`src/rtl/core/ssi_pkg.sv`:
```
package ssi_pkg;

    // Default store depth
    localparam int CAPACITY_DEF = 16;

    // Command codes
    localparam logic [1:0] CMD_INSERT = 2'd0;
    localparam logic [1:0] CMD_DUMP   = 2'd1;
    localparam logic [1:0] CMD_CLEAR  = 2'd2;

    // Result status codes
    typedef enum logic [2:0] {
        ST_INSERTED = 3'd0,
        ST_DUP      = 3'd1,
        ST_FULL     = 3'd2,
        ST_ENTRY    = 3'd3,
        ST_EMPTY    = 3'd4
    } status_t;

    // Sequencer states
    typedef enum logic [3:0] {
        S_IDLE,
        S_SCAN_RD,
        S_SCAN_CMP,
        S_SHIFT_RD,
        S_SHIFT_WR,
        S_WRITE,
        S_RESULT,
        S_DUMP_RD,
        S_DUMP_OUT
    } ssi_state_t;

    // Command word
    typedef struct packed {
        logic        [1:0]  cmd;
        logic signed [31:0] value;
    } ssi_req_t;

    // Result word
    typedef struct packed {
        logic        [2:0]  status;
        logic        [4:0]  position;
        logic signed [31:0] entry_value;
        logic        [4:0]  entry_count;
        logic               last;
    } ssi_rsp_t;

endpackage

```
`src/rtl/core/sorted_set_insert_top.sv`:
```
// Sorted set store: keeps up to CAPACITY distinct signed 32-bit values in
// ascending order in a memory with one write port and one registered read
// port, and answers one command word at a time (req_ready is low while a
// command is in progress). All timing is set by that read port feeding a single
// comparator: every stored entry touched takes a read state and a compare or
// write state. Every command takes its word in idle. An insert then reads and
// compares each entry (every entry below the new value, plus the first one
// that is not, if any), reads and writes each entry shifted up, then writes
// and reports; a rejected insert (duplicate or full) reports straight after
// the scan. A dump reads and reports each stored entry in turn, and a clear
// or an empty dump goes from idle straight to its report. The result register
// lets a new command word be taken while the final result still waits on
// rsp_ready; a stalled rsp side holds the sequencer only where it has a result to load.
module sorted_set_insert_top
    import ssi_pkg::*;
#(
    parameter int CAPACITY = CAPACITY_DEF
)
(
    input  logic     clk,
    input  logic     rst_n,
    input  logic     req_valid,
    output logic     req_ready,
    input  ssi_req_t req,
    output logic     rsp_valid,
    input  logic     rsp_ready,
    output ssi_rsp_t rsp
);

    localparam int ADDR_W = $clog2(CAPACITY);
    localparam int CNT_W  = $clog2(CAPACITY + 1);
    localparam logic [CNT_W-1:0] CAP_CNT = CNT_W'(CAPACITY);
    localparam logic [CNT_W-1:0] ONE     = CNT_W'(1);

    ssi_state_t state_reg, state_next;

    logic        [CNT_W-1:0] idx_reg, idx_next;
    logic        [CNT_W-1:0] pos_reg, pos_next;
    logic        [CNT_W-1:0] occ_reg, occ_next;
    logic signed [31:0]      val_reg, val_next;
    status_t                 status_reg, status_next;

    logic     rsp_valid_reg, rsp_valid_next;
    ssi_rsp_t rsp_reg, rsp_next;

    logic signed [31:0] mem [CAPACITY];
    logic signed [31:0] rd_data_reg;
    logic [ADDR_W-1:0]  rd_addr;
    logic               wr_en;
    logic [ADDR_W-1:0]  wr_addr;
    logic signed [31:0] wr_data;

    logic             slot_free;
    logic             less;
    logic             equal;
    logic             scan_end;
    logic             dump_end;
    logic [CNT_W-1:0] idx_dec;

    assign slot_free = !rsp_valid_reg || rsp_ready;
    assign less      = rd_data_reg < val_reg;
    assign equal     = rd_data_reg == val_reg;
    assign scan_end  = (idx_reg + ONE) == occ_reg;
    assign dump_end  = scan_end;
    assign idx_dec   = idx_reg - ONE;

    assign req_ready = state_reg == S_IDLE;
    assign rsp_valid = rsp_valid_reg;
    assign rsp       = rsp_reg;

    // Read port address: shifts fetch the entry below the one being written
    always_comb
    begin
        if (state_reg == S_SHIFT_RD || state_reg == S_SHIFT_WR)
        begin
            rd_addr = idx_dec[ADDR_W-1:0];
        end
        else
        begin
            rd_addr = idx_reg[ADDR_W-1:0];
        end
    end

    // Store memory with registered read
    always_ff @(posedge clk)
    begin
        if (wr_en)
        begin
            mem[wr_addr] <= wr_data;
        end
        rd_data_reg <= mem[rd_addr];
    end

    // Next state
    always_comb
    begin
        state_next = state_reg;
        unique case (state_reg)
            S_IDLE:
            begin
                if (req_valid)
                begin
                    priority case (req.cmd)
                        CMD_INSERT: state_next = (occ_reg == '0) ? S_WRITE : S_SCAN_RD;
                        CMD_DUMP:   state_next = (occ_reg == '0) ? S_RESULT : S_DUMP_RD;
                        CMD_CLEAR:  state_next = S_RESULT;
                        default:    state_next = S_IDLE;
                    endcase
                end
            end
            S_SCAN_RD:
            begin
                state_next = S_SCAN_CMP;
            end
            S_SCAN_CMP:
            begin
                if (less)
                begin
                    if (!scan_end)
                    begin
                        state_next = S_SCAN_RD;
                    end
                    else if (occ_reg == CAP_CNT)
                    begin
                        state_next = S_RESULT;
                    end
                    else
                    begin
                        state_next = S_WRITE;
                    end
                end
                else if (equal || occ_reg == CAP_CNT)
                begin
                    state_next = S_RESULT;
                end
                else
                begin
                    state_next = S_SHIFT_RD;
                end
            end
            S_SHIFT_RD:
            begin
                state_next = S_SHIFT_WR;
            end
            S_SHIFT_WR:
            begin
                state_next = (idx_dec == pos_reg) ? S_WRITE : S_SHIFT_RD;
            end
            S_WRITE:
            begin
                state_next = S_RESULT;
            end
            S_RESULT:
            begin
                if (slot_free)
                begin
                    state_next = S_IDLE;
                end
            end
            S_DUMP_RD:
            begin
                state_next = S_DUMP_OUT;
            end
            S_DUMP_OUT:
            begin
                if (slot_free)
                begin
                    state_next = dump_end ? S_IDLE : S_DUMP_RD;
                end
            end
            default:
            begin
                state_next = S_IDLE;
            end
        endcase
    end

    // Datapath and result control
    always_comb
    begin
        idx_next       = idx_reg;
        pos_next       = pos_reg;
        occ_next       = occ_reg;
        val_next       = val_reg;
        status_next    = status_reg;
        wr_en          = 1'b0;
        wr_addr        = pos_reg[ADDR_W-1:0];
        wr_data        = val_reg;
        rsp_next       = rsp_reg;
        rsp_valid_next = rsp_valid_reg && !rsp_ready;

        unique case (state_reg)
            S_IDLE:
            begin
                // Latch the command word and start at entry zero
                if (req_valid)
                begin
                    val_next    = req.value;
                    idx_next    = '0;
                    pos_next    = '0;
                    status_next = ST_INSERTED;
                    if (req.cmd == CMD_CLEAR)
                    begin
                        occ_next    = '0;
                        status_next = ST_EMPTY;
                    end
                    else if (req.cmd == CMD_DUMP)
                    begin
                        status_next = ST_EMPTY;
                    end
                end
            end
            S_SCAN_CMP:
            begin
                // Advance past smaller entries, else settle the position
                if (less)
                begin
                    idx_next = idx_reg + ONE;
                    if (scan_end)
                    begin
                        pos_next    = occ_reg;
                        status_next = ST_INSERTED;
                        if (occ_reg == CAP_CNT)
                        begin
                            pos_next    = '0;
                            status_next = ST_FULL;
                        end
                    end
                end
                else if (equal)
                begin
                    pos_next    = idx_reg;
                    status_next = ST_DUP;
                end
                else if (occ_reg == CAP_CNT)
                begin
                    pos_next    = '0;
                    status_next = ST_FULL;
                end
                else
                begin
                    pos_next    = idx_reg;
                    idx_next    = occ_reg;
                    status_next = ST_INSERTED;
                end
            end
            S_SHIFT_WR:
            begin
                // Move one entry up a place
                wr_en    = 1'b1;
                wr_addr  = idx_reg[ADDR_W-1:0];
                wr_data  = rd_data_reg;
                idx_next = idx_dec;
            end
            S_WRITE:
            begin
                wr_en    = 1'b1;
                wr_addr  = pos_reg[ADDR_W-1:0];
                wr_data  = val_reg;
                occ_next = occ_reg + ONE;
            end
            S_RESULT:
            begin
                if (slot_free)
                begin
                    rsp_valid_next       = 1'b1;
                    rsp_next.status      = status_reg;
                    rsp_next.position    = 5'(pos_reg);
                    rsp_next.entry_value = '0;
                    rsp_next.entry_count = 5'(occ_reg);
                    rsp_next.last        = 1'b1;
                end
            end
            S_DUMP_OUT:
            begin
                if (slot_free)
                begin
                    rsp_valid_next       = 1'b1;
                    rsp_next.status      = ST_ENTRY;
                    rsp_next.position    = 5'(idx_reg);
                    rsp_next.entry_value = rd_data_reg;
                    rsp_next.entry_count = 5'(occ_reg);
                    rsp_next.last        = dump_end;
                    idx_next             = idx_reg + ONE;
                end
            end
            default:
            begin
            end
        endcase
    end

    // Control registers
    always_ff @(posedge clk or negedge rst_n)
    begin
        if (!rst_n)
        begin
            state_reg     <= S_IDLE;
            occ_reg       <= '0;
            rsp_valid_reg <= 1'b0;
        end
        else
        begin
            state_reg     <= state_next;
            occ_reg       <= occ_next;
            rsp_valid_reg <= rsp_valid_next;
        end
    end

    // Payload registers
    always_ff @(posedge clk)
    begin
        idx_reg    <= idx_next;
        pos_reg    <= pos_next;
        val_reg    <= val_next;
        status_reg <= status_next;
        rsp_reg    <= rsp_next;
    end

    // Occupancy stays within the store
    a_occ_bound: assert property (@(posedge clk) disable iff (!rst_n)
        occ_reg <= CAP_CNT)
        else $error("occupancy exceeds capacity");

    // A finished insert grows the store by one
    a_occ_grow: assert property (@(posedge clk) disable iff (!rst_n)
        state_reg == S_WRITE |=> occ_reg == $past(occ_reg) + ONE)
        else $error("insert did not grow occupancy");

    // A clear empties the store
    a_clear: assert property (@(posedge clk) disable iff (!rst_n)
        (req_valid && req_ready && req.cmd == CMD_CLEAR) |=> occ_reg == '0)
        else $error("clear left entries");

    // Only dump entries may be followed by more results
    a_not_last: assert property (@(posedge clk) disable iff (!rst_n)
        (rsp_valid && !rsp.last) |-> rsp.status == ST_ENTRY)
        else $error("non-final result is not a dump entry");

    // An inserted result always reports a nonempty store
    a_ins_count: assert property (@(posedge clk) disable iff (!rst_n)
        (rsp_valid && rsp.status == ST_INSERTED) |-> rsp.entry_count != '0)
        else $error("insert reported empty store");

endmodule
```
`config.mk`:
```
export PLATFORM = sky130hd
export DESIGN_NAME = sorted_set_insert_top
export DESIGN_NICKNAME = d
export VERILOG_FILES = /design/src/rtl/core/ssi_pkg.sv /design/src/rtl/core/sorted_set_insert_top.sv
export SDC_FILE = /design/constraint.sdc
export NUM_CORES = 1
export LEC_CHECK = 0
export BUFFER_PORTS_ARGS = -buffer_cell sky130_fd_sc_hd__buf_2
export CORE_MARGIN = 2
export CORE_UTILIZATION = 60
export DETAILED_ROUTE_END_ITERATION = 6
export PLACE_DENSITY = 0.77
export SLEW_MARGIN = 20
export SYNTH_ARGS = -nofsm -noshare
export SYNTH_HDL_FRONTEND = slang
export SYNTH_SLANG_ARGS = --single-unit
```
`constraint.sdc`:
```
create_clock -name clk -period 12.13 [get_ports clk]
set_input_delay 3.0325 -clock clk [delete_from_list [all_inputs] [get_ports clk]]
set_output_delay 3.0325 -clock clk [all_outputs]
set_load 0.05 [all_outputs]
```
==> results.cfg <==
[routing]
drtIter0Drc = 1417
via_per_inst = 6.123
vias = 14020
ant_nets = 0
wire_per_inst_um = 24.88
drc = 0
drtPass1Iterations = 5
wirelength_um = 56940

[synthesis]
synth_most_common_cell = edfxtp_1
synth.yosys.seq_area_share = 0.7209
avgSynthCellArea_um2 = 17.44
yosysWarningCount = 0
synth_cell_types = 60
yosys.area.top_type = edfxtp_1
synthCells = 1511
synthFlopType = edfxtp_1
synth_edf_count = 603
synthArstFlopShare = 0.01550
synth_seq_cells = 645
yosys.area.top_type_share = 0.6871
syn_nets = 1589
synth.area.top_cells = edfxtp_1 69%, mux2i_1 11%, mux4_2 5.6%
synth_common_cells = 603 x edfxtp_1, 285 x mux2i_1, 70 x nand2_1
synthesis.area_um2 = 26350

[timing]
max-slew-margin-rel = 0.2645
min_period_ns = 5.195
hold_ws_ns = 0.5646
post-route-period-util = 0.4283
hold_viol_final = 0
tns_ns = 0
fmax_mhz = 192.5
worstMarginPinSlew_ns = 1.103
rsz0062_at_grt = no
finClkSkew_ns = 0.02299
drv_slew = 0
setup_viol_count_final = 0

[place]
dp_cells = 2166
hpwlAfterDp_um = 30680
portBuffers = 85
gp_congestion = 0.8690

[clock_network]
cts_made_buffers = 67
clock_latency_ns = 0.60
hold_buffers = 0
root_buffer = clkbuf_16
cts.path.max_buffers = 3
cts.sinks = 645
htree_levels = 3
tritoncts = yes
clkTransAtPathRegs_ns = 0.06
post_cts_buffers = 0
cts_resized = 0

[finish]
finalNetCount = 1728
fin_cells = 2289
largest_reg_flops = 512
final_util = 0.6964
fill_cells = 2768
antenna_cells = 0
syn_to_final_growth_pct = 14.08
drive_above_1_share = 0.2001

[die]
ios = 86
fp-row-count = 76
start_util = 0.6104
dieArea_um2 = 45610
core_region_area_um2 = 43170
dieWidth_um = 213.6
die_y_um = 213.6

[global_route]
gr-total-overflow = 0
grt_pass1_vias = 13970
antenna_found_initial = 2
grt_max_degree = 130
track_usage = 0.2571
grt_pass1_wl_um = 84220

[worst_setup_path]
crit_path_max_fanout = 22
worstSetupPathType = flop to primary output
ff2ff_path_depth = 9
r2r_setup_slack_ns = 7.45
start_kind = flop
cp_slowest_stage_delay_ns = 0.64
critical_path_arrival_ns = 2.16
reg2reg_to = rd_data_reg[30]$_DFF_P_
slowest_stage = dfrtp_1
required_ns = 9.10
cp_cell_sequence = nor4_1 -> buf_2
worst_setup_path_end_kind = primary output
reg2reg_from = state_reg[0]$_DFFE_PN0P_

[min_path]
worstHoldStart = occ_reg[4]$_DFFE_PN0P_
hp-class = flop to flop
holdPathStages = 0
hold_path_end = rsp[5]$_DFFE_PP_

[run_status]
outcome = completed

[power]
irDropWorstVdd_uv = 204.8
p_per_area_nw_per_um2 = 273.5
power_leakage_uw = 0.01088

[job]
drv_cap = 0
layout make-up:
type                       instances  area (um2)  area share
clock buffer                      92        1914     0.06368
timing repair buffer             145       888.4     0.02955
tap                              585       732.0     0.02435
multi-input combinational        748        7062      0.2349
clock inverter                    31       307.8     0.01024
inverter                          43       161.4    0.005369
sequential                       645       19000      0.6319
cells in the final DEF, fill, tap and decap left out, types with 16 or more instances in the layout:
master / n
nor2_1: 21
dfxtp_1: 32
buf_4: 59
nor2_4: 16
mux2i_1: 284
mux4_2: 66
o21ai_0: 46
clkbuf_16: 70
a21oi_1: 28
buf_2: 85
ha_1: 40
edfxtp_1: 603
nand2_1: 70
inv_1: 42
and3_1: 37
metal layers:
layer  up-vias  GRT usage  part of all wire
met4         0     0.1020             0.031
met5         -          0                 0
met1      7091     0.3467              0.40
met2       616     0.4196              0.49
li1       6205          -                 -
met3       104    0.04906             0.078
worst max-delay path, delay by kind of cell (launching register included):
family | cells | cell delay, ns
simple gates | 1 | 0.57
flops | 1 | 0.64
buf+inv | 1 | 0.36
cells by family (layout without fill, tap and decap cells):
logic type	after synthesis	after routing	share of synthesized area
flip-flops	645	645	0.7209
multiplexers	352	352	0.1651
AO/OA/AOI/OAI	126	126	0.03005
AND/OR/NAND/NOR	209	209	0.03908
adder cells (fa/ha/maj)	40	40	0.01899
buffers and inverters	118	311	0.01861
XOR/XNOR	21	21	0.007265
stage by stage:
stage	setup WS (ns)	area, um2	total power [uW]
floorplan	5.357	26350	5407
global placement	7.404	27840	6111
detailed placement	7.314	27840	6207
CTS	6.938	30060	8261
global route	6.805	30060	8599
finish	6.935	30060	8221
how the worst max path moves through the flow:
| stage | startpoint | endpoint | slack (ns) | cells past startpoint |
|---|---|---|---|---|
| global placement | state_reg[0]$_DFFE_PN0P_ | rd_data_reg[30]$_DFF_P_ | 7.40 | 9 |
| finish | state_reg[0]$_DFFE_PN0P_ | req_ready | 6.94 | 2 |
| floorplan | rsp_ready | rsp[0]$_SDFFCE_PN1P_ | 5.36 | 2 |
| global route | state_reg[0]$_DFFE_PN0P_ | req_ready | 6.80 | 2 |
| detailed placement | req_valid | status_reg[0]$_SDFFCE_PP0P_ | 7.31 | 3 |
| CTS | state_reg[0]$_DFFE_PN0P_ | req_ready | 6.94 | 2 |
power by group:
part           switching, uW  internal (uW)  leakage (uW)  total, uW
Combinational           1790           1310       0.00398       3100
Clock                    824           1220       0.00108       2040
Sequential               193           2890       0.00582       3090
(Power assumes the default switching activity.)
